--- src/rtl/stcv_pkg.sv ---
// ----------------------------------------------------------------------------
// stcv_pkg
// Shared types and constants of the stick-to-cursor velocity block.
// ----------------------------------------------------------------------------
package stcv_pkg;

  // field widths
  localparam int unsigned FIELD_W = 16;
  localparam int unsigned DZ_W    = 15;
  localparam int unsigned GAIN_W  = 16;

  // shared multiply-accumulate unit widths
  localparam int unsigned MUL_A_W = 20;
  localparam int unsigned MUL_B_W = GAIN_W + 1;
  localparam int unsigned MUL_P_W = MUL_A_W + MUL_B_W;
  localparam int unsigned ACC_W   = MUL_P_W + 1;

  // smoothing product is Q0.16
  localparam int unsigned FRAC_SHIFT = 16;

  // saturation bounds of the Q8.8 velocity
  localparam logic signed [ACC_W-1:0] SAT_MAX = ACC_W'(32767);
  localparam logic signed [ACC_W-1:0] SAT_MIN = -ACC_W'(32768);

  // configuration register reset values
  localparam logic [DZ_W-1:0]   DEADZONE_RST = DZ_W'(8000);
  localparam logic [GAIN_W-1:0] FINE_RST     = GAIN_W'(1280);
  localparam logic [GAIN_W-1:0] COARSE_RST   = GAIN_W'(7680);
  localparam logic [GAIN_W-1:0] SMOOTH_RST   = GAIN_W'(13107);

  // configuration register indexes
  typedef enum logic [1:0] {
    REG_DEADZONE = 2'd0,
    REG_FINE     = 2'd1,
    REG_COARSE   = 2'd2,
    REG_SMOOTH   = 2'd3
  } reg_idx_e;

  // control of the shared multiply-accumulate unit
  typedef struct packed {
    logic en;     // capture a new result
    logic accum;  // add the product to the held value
  } mac_ctrl_t;

endpackage

--- src/rtl/stcv_mac.sv ---
// ----------------------------------------------------------------------------
// stcv_mac
// Shared signed multiply-accumulate unit with a registered accumulator.
// ----------------------------------------------------------------------------
module stcv_mac (
  input  logic                                      clk_i,
  input  stcv_pkg::mac_ctrl_t                       ctrl_i,
  input  logic signed [stcv_pkg::MUL_A_W-1:0]       op_a_i,
  input  logic signed [stcv_pkg::MUL_B_W-1:0]       op_b_i,
  output logic signed [stcv_pkg::ACC_W-1:0]         acc_o
);
  import stcv_pkg::*;

  logic signed [MUL_P_W-1:0] prod;
  logic signed [ACC_W-1:0]   acc_d, acc_q;

  // product, optionally added to the held value
  always_comb begin
    prod  = op_a_i * op_b_i;
    acc_d = ACC_W'(prod) + (ctrl_i.accum ? acc_q : '0);
  end

  always_ff @(posedge clk_i) begin
    if (ctrl_i.en) begin
      acc_q <= acc_d;
    end
  end

  assign acc_o = acc_q;

endmodule

--- src/rtl/stick_to_cursor_velocity.sv ---
// ----------------------------------------------------------------------------
// stick_to_cursor_velocity
// Deadzone, gain mixing and exponential smoothing of two sticks into a
// saturated Q8.8 cursor velocity, with buttons passed through as clicks.
// ----------------------------------------------------------------------------
// One input beat is taken at a time: after acceptance the block works
// through five steps per axis (plus one step to load the output
// register) and then takes the next beat. The pace is set by the single
// shared multiply-accumulate unit, which forms the six products of a beat
// (left gain, right gain and smoothing for X, then for Y) one after another.
// The result is held in an output register, so a new beat is taken while a
// finished result still waits; a result is only delayed if the previous one
// has not been taken by the time the next one is ready.
module stick_to_cursor_velocity #(
  parameter int unsigned AXIS_BITS = 16
) (
  input  logic        clk_i,
  input  logic        rst_ni,
  // input stream
  input  logic        s_axis_tvalid,
  output logic        s_axis_tready,
  input  logic [63:0] s_axis_tdata,   // left_x, left_y, right_x, right_y
  input  logic [1:0]  s_axis_tuser,   // south_button, shoulder_button
  // output stream
  output logic        m_axis_tvalid,
  input  logic        m_axis_tready,
  output logic [31:0] m_axis_tdata,   // move_x, move_y
  output logic [1:0]  m_axis_tuser,   // left_click, right_click
  // configuration port
  input  logic        psel,
  input  logic        penable,
  input  logic        pwrite,
  input  logic [3:0]  paddr,
  input  logic [31:0] pwdata,
  output logic [31:0] prdata,
  output logic        pready
);
  import stcv_pkg::*;

  localparam int unsigned SHIFT = AXIS_BITS - 1;
  localparam int unsigned CMP_W = FIELD_W + 1;

  typedef enum logic [2:0] {
    ST_IDLE,
    ST_LEFT,
    ST_RIGHT,
    ST_TARGET,
    ST_SCALE,
    ST_UPDATE,
    ST_DONE
  } state_e;

  // configuration registers
  logic [DZ_W-1:0]   dz_q;
  logic [GAIN_W-1:0] fine_q, coarse_q, smooth_q;
  logic              cfg_wr;
  reg_idx_e          cfg_idx;

  assign pready  = 1'b1;
  assign cfg_wr  = psel & penable & pwrite & pready;
  assign cfg_idx = reg_idx_e'(paddr[3:2]);

  always_ff @(posedge clk_i or negedge rst_ni) begin
    if (!rst_ni) begin
      dz_q     <= DEADZONE_RST;
      fine_q   <= FINE_RST;
      coarse_q <= COARSE_RST;
      smooth_q <= SMOOTH_RST;
    end else if (cfg_wr) begin
      case (cfg_idx)
        REG_DEADZONE: dz_q     <= pwdata[DZ_W-1:0];
        REG_FINE:     fine_q   <= pwdata[GAIN_W-1:0];
        REG_COARSE:   coarse_q <= pwdata[GAIN_W-1:0];
        REG_SMOOTH:   smooth_q <= pwdata[GAIN_W-1:0];
        default:      ;
      endcase
    end
  end

  // register read back
  always_comb begin
    case (cfg_idx)
      REG_DEADZONE: prdata = 32'(dz_q);
      REG_FINE:     prdata = 32'(fine_q);
      REG_COARSE:   prdata = 32'(coarse_q);
      REG_SMOOTH:   prdata = 32'(smooth_q);
      default:      prdata = '0;
    endcase
  end

  // deadzone on the four axes of the incoming beat
  logic signed [AXIS_BITS-1:0] raw   [4];
  logic signed [AXIS_BITS-1:0] gated [4];
  logic        [AXIS_BITS:0]   mag   [4];

  always_comb begin
    for (int i = 0; i < 4; i++) begin
      raw[i]   = s_axis_tdata[FIELD_W*i +: AXIS_BITS];
      mag[i]   = raw[i][AXIS_BITS-1] ? (AXIS_BITS + 1)'(-{raw[i][AXIS_BITS-1], raw[i]})
                                     : {1'b0, raw[i]};
      gated[i] = (CMP_W'(mag[i]) < CMP_W'(dz_q)) ? '0 : raw[i];
    end
  end

  // sequencer, held samples and velocity state
  state_e                      state_q;
  logic                        axis_q;
  logic                        s_acc, m_load;
  logic signed [AXIS_BITS-1:0] lx_q, ly_q, rx_q, ry_q;
  logic [1:0]                  btn_q;
  logic signed [FIELD_W-1:0]   vx_q, vy_q, v_cur, v_new;
  logic signed [MUL_A_W-1:0]   diff_q, diff_d;
  logic signed [FIELD_W-1:0]   out_x_q, out_y_q;
  logic [1:0]                  out_btn_q;
  logic                        m_valid_q;

  assign s_axis_tready = (state_q == ST_IDLE);
  assign s_acc         = s_axis_tvalid & s_axis_tready;
  assign m_load        = (state_q == ST_DONE) & (~m_valid_q | m_axis_tready);
  assign v_cur         = axis_q ? vy_q : vx_q;

  // shared multiply-accumulate operands
  mac_ctrl_t                 mac_ctrl;
  logic signed [MUL_A_W-1:0] op_a;
  logic signed [MUL_B_W-1:0] op_b;
  logic signed [ACC_W-1:0]   acc;

  always_comb begin
    mac_ctrl = '0;
    op_a     = diff_q;
    op_b     = MUL_B_W'(smooth_q);
    case (state_q)
      ST_LEFT: begin
        mac_ctrl = '{en: 1'b1, accum: 1'b0};
        op_a     = MUL_A_W'(axis_q ? ly_q : lx_q);
        op_b     = MUL_B_W'(fine_q);
      end
      ST_RIGHT: begin
        mac_ctrl = '{en: 1'b1, accum: 1'b1};
        op_a     = MUL_A_W'(axis_q ? ry_q : rx_q);
        op_b     = MUL_B_W'(coarse_q);
      end
      ST_SCALE: begin
        mac_ctrl = '{en: 1'b1, accum: 1'b0};
      end
      default: ;
    endcase
  end

  stcv_mac u_mac (
    .clk_i  (clk_i),
    .ctrl_i (mac_ctrl),
    .op_a_i (op_a),
    .op_b_i (op_b),
    .acc_o  (acc)
  );

  // rounded target minus current velocity
  logic signed [ACC_W-1:0] tgt_r, tgt_diff;

  always_comb begin
    tgt_r    = (acc + (ACC_W'(1) <<< (SHIFT - 1))) >>> SHIFT;
    tgt_diff = tgt_r - ACC_W'(v_cur);
    diff_d   = tgt_diff[MUL_A_W-1:0];
  end

  // rounded step, added and saturated
  logic signed [ACC_W-1:0] step_r, v_sum;

  always_comb begin
    step_r = (acc + (ACC_W'(1) <<< (FRAC_SHIFT - 1))) >>> FRAC_SHIFT;
    v_sum  = step_r + ACC_W'(v_cur);
    if (v_sum > SAT_MAX) begin
      v_new = SAT_MAX[FIELD_W-1:0];
    end else if (v_sum < SAT_MIN) begin
      v_new = SAT_MIN[FIELD_W-1:0];
    end else begin
      v_new = v_sum[FIELD_W-1:0];
    end
  end

  // control state and velocity
  always_ff @(posedge clk_i or negedge rst_ni) begin
    if (!rst_ni) begin
      state_q   <= ST_IDLE;
      axis_q    <= 1'b0;
      vx_q      <= '0;
      vy_q      <= '0;
      m_valid_q <= 1'b0;
    end else begin
      if (m_load) begin
        m_valid_q <= 1'b1;
      end else if (m_axis_tready) begin
        m_valid_q <= 1'b0;
      end
      case (state_q)
        ST_IDLE: begin
          if (s_acc) begin
            state_q <= ST_LEFT;
            axis_q  <= 1'b0;
          end
        end
        ST_LEFT:   state_q <= ST_RIGHT;
        ST_RIGHT:  state_q <= ST_TARGET;
        ST_TARGET: state_q <= ST_SCALE;
        ST_SCALE:  state_q <= ST_UPDATE;
        ST_UPDATE: begin
          if (axis_q) begin
            vy_q    <= v_new;
            state_q <= ST_DONE;
          end else begin
            vx_q    <= v_new;
            axis_q  <= 1'b1;
            state_q <= ST_LEFT;
          end
        end
        ST_DONE: begin
          if (m_load) begin
            state_q <= ST_IDLE;
          end
        end
        default: state_q <= ST_IDLE;
      endcase
    end
  end

  // payload registers
  always_ff @(posedge clk_i) begin
    if (s_acc) begin
      lx_q  <= gated[0];
      ly_q  <= gated[1];
      rx_q  <= gated[2];
      ry_q  <= gated[3];
      btn_q <= s_axis_tuser;
    end
    if (state_q == ST_TARGET) begin
      diff_q <= diff_d;
    end
    if (m_load) begin
      out_x_q   <= vx_q;
      out_y_q   <= vy_q;
      out_btn_q <= btn_q;
    end
  end

  assign m_axis_tvalid = m_valid_q;
  assign m_axis_tdata  = {out_y_q, out_x_q};
  assign m_axis_tuser  = out_btn_q;

endmodule

--- config.mk ---
export PLATFORM = sky130hd
export DESIGN_NAME = stick_to_cursor_velocity
export DESIGN_NICKNAME = d
export VERILOG_FILES = /design/src/rtl/stcv_pkg.sv /design/src/rtl/stcv_mac.sv /design/src/rtl/stick_to_cursor_velocity.sv
export SDC_FILE = /design/constraint.sdc
export NUM_CORES = 2
export LEC_CHECK = 0
export BUFFER_PORTS_ARGS = -buffer_cell sky130_fd_sc_hd__clkbuf_2
export CAP_MARGIN = 25
export CORE_AREA = 5 5 253 255
export CTS_CLUSTER_SIZE = 28
export DETAILED_ROUTE_END_ITERATION = 16
export DIE_AREA = 0 0 258 260
export PLACE_DENSITY = 0.67
export SYNTH_ARGS = -nofsm -noshare
export SYNTH_HDL_FRONTEND = slang
export SYNTH_SLANG_ARGS = --single-unit
--- constraint.sdc ---
create_clock -name clk_i -period 24.1 [get_ports clk_i]
set_clock_uncertainty 0.1 [all_clocks]
set_input_delay 3.615 -clock clk_i [delete_from_list [all_inputs] [get_ports clk_i]]
set_output_delay 3.615 -clock clk_i [all_outputs]
set_load 0.02 [all_outputs]
**Word level (Yosys, flattened, before mapping)**

Cells that the tools add are included.

- Add/sub/neg operators: 9
- Multiply operators: 1
- $lt $le $gt $ge: 6
- Equality and inequality tests: 11
- Muxes and demuxes: 22
- Bitwise gates (word level): 7
- Reductions and logical operators: 13

Operators with widths:

| cell | number |
|---|---|
| one-hot mux 32 bit (4 select lines) | 1 |
| less-than comparator 17 x 15 -> 1 bit | 4 |
| 2-to-1 mux 17 bit | 4 |
| negator 17 bit | 4 |
| 2-to-1 mux 16 bit | 3 |
| 2-to-1 mux 20 bit | 2 |
| one-hot mux 20 bit (2 select lines) | 1 |
| adder 38 x 17 -> 38 bit (second input constant) | 1 |
| adder 38 bit | 1 |
| 2-to-1 mux 38 bit | 1 |
| multiplier 20 x 17 -> 37 bit | 1 |
| adder 35 x 16 -> 35 bit (second input constant) | 1 |
| one-hot mux 16 bit (2 select lines) | 1 |
| adder 22 x 16 -> 23 bit | 1 |
| > comparator 23 x 16 -> 1 bit (second input constant) | 1 |
| less-than comparator 23 x 16 -> 1 bit (second input constant) | 1 |
| one-hot mux 3 bit (7 select lines) | 1 |
| subtractor 20 x 16 -> 20 bit | 1 |
| AND reduction 2 bit | 8 |
| equality test 3 bit (second input constant) | 3 |
| 2-to-1 mux 3 bit | 3 |
| equality test 3 x 2 -> 1 bit (second input constant) | 2 |
| bitwise AND 1 bit | 4 |
| equality test 2 bit (second input constant) | 2 |
| other kinds (13) | 17 |

- Register bits after elaboration: 258
- Output and inout port bits: 69
- Logic and storage cells: 88

**Longest topological paths before layout**

- Depth in word-level cells: 5
- Gate-level depth with buffers: 43
- Depth with buffers taken out: 39

**By module**

A second synthesis with hierarchy kept.

- Cells, all modules: 3286
- Area total of the unflattened synthesis: 31208.7 um^2

Modules (own cells, without submodules):

| module | instances | cells each | area an instance (um^2) | sequential area each (um^2) |
|---|---|---|---|---|
| stick_to_cursor_velocity | 1 | 1602 | 15670.0 | 6130.9 |
| stcv_mac | 1 | 1684 | 15538.7 | 1141.1 |

**Least setup slack after synthesis**

No wires, ideal clock.

- Path type: register -> register
- Start: reg state_q[0]
- End: reg u_mac.acc_q[36] (netlist: u_mac.acc_o[36]) (data pin)
- Arrival time: 8.785 ns
- Data required time: 23.739 ns
- Setup slack: 14.954 ns
- Cell stages (with the launch flop): 38
- Buffers on the path: 5
- Period minus slack after synthesis: 9.146 ns
- Path through: dfrtp_1 > nor2b_1 > clkbuf_1 > nor2b_1 > clkbuf_1 > nor2_1 > clkbuf_1 > buf_1 > nand2_1 > nand2_1 > clkbuf_1 > nand2_1 > fa_1 > inv_1 > fa_1 > inv_1 > fa_1 > inv_1 > [2 not listed] > inv_1 > fa_1 > inv_1 > ha_1 > and3_1 > a2111oi_4 > nor4_2 > o211a_1 > o21a_1 > nor2_1 > ha_1 > a21oi_1 > nand2_1 > a21o_1 > a31o_2 > a21oi_1 > nor3_1 > a311o_1

- Cells in the longest elaborated chain, start to end: 5
- Elaborated cells between the ends (all ways): 10
- Classes of those cells: 1 x add/sub; 1 x mul; 3 x eq/ne; 4 x mux; 1 x reduce/logical

Ends and longest elaborated chain:

| what | line | text |
|---|---|---|
| from (decl) | stick_to_cursor_velocity.sv:106 | `state_e state_q;` |
| from (signal assigned) | stick_to_cursor_velocity.sv:185 | `state_q <= ST_IDLE;` |
| from (signal assigned) | stick_to_cursor_velocity.sv:199 | `state_q <= ST_LEFT;` |
| from (signal assigned) | stick_to_cursor_velocity.sv:203 | `ST_LEFT: state_q <= ST_RIGHT;` |
| branches (longest 4 deep; another with multiplier 20 x 17 -> 37 bit) | -- |  |
| adder 38 bit * | stcv_mac.sv:20 | `acc_d = ACC_W'(prod) + (ctrl_i.accum ? acc_q : '0);` |
| named net u_mac.acc_d[36] | stcv_mac.sv:15 | `logic signed [ACC_W-1:0] acc_d, acc_q;` |
| to (signal assigned) | stcv_mac.sv:25 | `acc_q <= acc_d;` |
| to (decl) | stcv_mac.sv:15 |  |

Mark *: on every way through the listed nets, which the timed path passes.
A chain may end at the register's enable or synchronous reset.

**Worst setup path in the final report**

Same ends and word-level chain as after synthesis.

==> tab_implementation.tex <==
\begin{tabular}{lr}
\hline
Metric & Value \\
\hline
\multicolumn{2}{l}{\textbf{Outcome}} \\
\quad Result of the run & finished, final reports clean \\
\multicolumn{2}{l}{\textbf{Synth}} \\
\quad Library cell with the highest instance count after synthesis & inv\_1 \\
\quad Part of the Yosys area used for sequential elements & 24.0\% \\
\quad EDFF count, synth & $\sim$160 \\
\quad Post-synth cell types & 74 \\
\quad Gate Count Post-Synth & 3278 \\
\quad Mean instance size in the synthesized netlist & 9.26 um\^{}2 \\
\quad Predominant post-synthesis flop cell & edfxtp\_1 \\
\quad Syn. warnings & 0 \\
\quad Cell taking the most area after synthesis & fa\_1 \\
\quad Largest cells by area after synthesis & fa\_1 21\%, edfxtp\_1 16\%, ha\_1 9.8\%, dfrtp\_1 6.6\%, inv\_1 6.0\% \\
\quad Async SR Flop Fraction & 38.8\% \\
\quad Number of storage elements in the synthesis netlist & 258 \\
\quad Yosys top cell area share & a little over a fifth \\
\quad Commonest cells in the synthesized netlist & 489 x inv\_1, 324 x fa\_1, 322 x nand2\_1 \\
\quad Mapped Area & 30300 um\^{}2 \\
\multicolumn{2}{l}{\textbf{Timing}} \\
\quad Slew at the pin closest to its max-slew limit & 1.06 ns \\
\quad Number of max-slew violations in the final report & 0 \\
\quad Post-layout minimum cycle time & 11.38 ns \\
\quad Final setup margin & about 13 ns \\
\quad Final setup fails & 0 \\
\quad Total negative slack for setup checks & 0 ns \\
\quad Final Hold Vio Count & 0 \\
\quad Worst-case headroom to the max-slew limit & 29.3\% \\
\quad Setup repair after global routing missed its margin & no \\
\quad Maximum achievable frequency & 87.9 MHz \\
\quad Share of the clock period used by the worst path & 47.2\% \\
\multicolumn{2}{l}{\textbf{Clock tree}} \\
\quad Number of setup buffers added after CTS & 0 \\
\quad Number of gates resized after cts & 0 \\
\quad Max clock buf depth & 3 \\
\quad Inserted Clock Buffers & 29 \\
\quad Clock tree from TritonCTS & yes \\
\quad Clock transition at the registers of the reported paths & around 0.060 ns \\
\quad Worst-Skew Late Latency & 0.58 ns \\
\quad Hold buffer count at cts & 0 \\
\quad Clock net sink count & 258 \\
\quad Clock tree root driver cell & clkbuf\_16 \\
\quad H-tree level count & 1 \\
\multicolumn{2}{l}{\textbf{Layout}} \\
\quad Synth-to-Final Area Change & 8.22\% \\
\quad Final layout net count & 4038 \\
\quad Sequential cell area & roughly 7300 um\^{}2 \\
\quad Share of the core filled with cells in the final layout & a little over half \\
\quad Area of combinational cells with multiple inputs & 20700 um\^{}2 \\
\quad Share of cells above drive strength 1 & 10.5\% \\
\quad Filler Cells Inserted & around 5600 \\
\quad Final design instance area without fill & 32800 um\^{}2 \\
\multicolumn{2}{l}{\textbf{Critical path}} \\
\quad Type of the setup path with the least slack & flop to flop \\
\quad Reg2reg setup slack & 12.72 ns \\
\quad Kind of end point of the critical path & flop \\
\quad Critical path required time & 24.33 ns \\
\quad CP max stage cell & fa\_1 \\
\quad Crit Path Max Fanout & 29 \\
\quad Kind of start point of the critical path & flop \\
\quad Crit path max-delay family & adder cells \\
\quad Peak per-stage delay on the critical path & 0.91 ns \\
\quad Buffers \& Inverters on Critical Path & 6 \\
\quad Crit-path most repeated cell & fa\_1 \\
\quad Endpoint arrival time on the critical path & 11.61 ns \\
\multicolumn{2}{l}{\textbf{Detailed routing}} \\
\quad Routed vias & between 20000 and 25000 \\
\quad Vias per std cell & 5.66 \\
\quad WL final & roughly 80 mm \\
\quad Iteration-0 DRC Markers & $\sim$1800 \\
\quad Drt first pass iters & 8 \\
\quad Wire length per cell & 19.1 um \\
\quad Detail Route Antenna Nets & 0 \\
\quad Number of remaining DRC errors & 0 \\
\multicolumn{2}{l}{\textbf{GRT}} \\
\quad Largest net degree at the start of global routing & 68 \\
\quad Number of antenna violations at the first check in global routing & 0 \\
\quad Via count of the first global-routing pass & $\sim$24000 \\
\quad Overflow left after global routing & 0 \\
\quad Total global-route track usage & 23.9\% \\
\quad Global-route wire length before repair & 128 mm \\
\multicolumn{2}{l}{\textbf{Floorplan}} \\
\quad Die height & between 200 and 300 um \\
\quad Row count & 91 \\
\quad Area of the core & 61400 um\^{}2 \\
\quad Die Footprint & 67100 um\^{}2 \\
\quad Total I/O pin count & 178 \\
\quad Die Width & 258 um \\
\quad Initial core utilization & 49.4\% \\
\multicolumn{2}{l}{\textbf{Placed design}} \\
\quad Post-place setup slack & 12.79 ns \\
\quad Global placement routability congestion & 0.927 \\
\quad Placed wire-length estimate & between 60 and 70 mm \\
\quad Number of input and output port buffers inserted & approximately 140 \\
\quad Placed cell areas & $\sim$32000 um\^{}2 \\
\multicolumn{2}{l}{\textbf{Worst hold path}} \\
\quad Worst hold-check path type & flop to flop \\
\multicolumn{2}{l}{\textbf{Run}} \\
\quad Number of violations of the max-capacitance limit & 0 \\
\hline
\end{tabular}
-- layer usage --
layer / GRT usage [%] / share of wire, % / up-vias
li1: - / - / 11000
met1: 32.3 / 42 / 11700
met2: 39.9 / 47 / 775
met3: 4.33 / 7.7 / 142
met4: 6.32 / 2.9 / 0
met5: 0 / 0 / -
-- final timing paths --
check	cells after the start	startpoint	end
setup / recovery	34	state_q[0]	u_mac.acc_o[36]
max in group asynchronous	2	rst_ni	dz_q[14]
setup reg to reg	34	state_q[0]	u_mac.acc_o[36]
min in group asynchronous	1	rst_ni	vx_q[13]
hold reg to reg	0	btn_q[0]	m_axis_tuser[0]
hold / removal	0	btn_q[0]	m_axis_tuser[0]
-- cell usage in the layout, fill, tap and decap left out, drive strengths merged, types with 12 or more instances in the layout --
cell type / count
nor3b: 12
ha: 238
nand2: 322
o211ai: 14
nor2: 318
or3: 21
mux2i: 52
o21a: 23
and3: 26
o21bai: 12
xor2: 41
buf: 40
o31ai: 19
fa: 324
clkbuf: 183
dfstp: 20
o21ai: 103
a211oi: 17
xnor2: 148
dfrtp: 80
mux2: 52
inv: 494
or2: 14
nand4: 18
conb: 17
edfxtp: 158
nor3: 29
mux4: 15
nand2b: 33
a31oi: 37
a221oi: 15
nand3: 51
a21o: 70
nor2b: 54
nor4: 13
a21oi: 126
o22ai: 16
and2: 65
-- area by class of cell --
cell class	instances	area share, %
Sequential cell	258	22.2
Timing Repair Buffer	181	3.09
Clock buffer	42	2.73
Antenna cell	1	0.00762
Multi-Input combinational cell	2408	63.2
Tap cell	790	3.01
Clock inverter	12	0.263
Inverter	489	5.59
-- kinds of logic (layout without fill, tap and decap cells) --
logic type               after synthesis  count (layout)  synth area share [%]
adder cells (fa/ha/maj)              562             562                  31.2
XOR/XNOR                             190             190                  5.53
AO/OA/AOI/OAI                        525             525                  11.4
flip-flops                           258             258                  24.0
multiplexers                         119             119                  4.76
buffers and inverters                627             724                  8.00
other                                  2              18                0.0248
AND/OR/NAND/NOR                      995             995                  15.1
-- stage by stage --
stage / cells / hold slack, ns
floorplan: 3293 / 0.300
global placement: 4124 / 0.304
detailed placement: 4125 / 0.307
CTS: 4179 / 0.321
global route: 4180 / 0.327
finish: 4181 / 0.319
-- state kept, by name (all words and copies together) (netlist names), 2 cells and up --
register / count
vx_q: 16
ry_q: 16
m_axis_tuser: 2
u_mac.acc_o: 38
smooth_q: 16
lx_q: 16
vy_q: 16
state_q: 3
diff_q: 20
fine_q: 16
out_x_q: 16
rx_q: 16
coarse_q: 16
dz_q: 15
btn_q: 2
ly_q: 16
out_y_q: 16
Power is left out: the tool's default activity adds up to more than one toggle a clock period on the data nets, which glitch-free logic cannot reach.
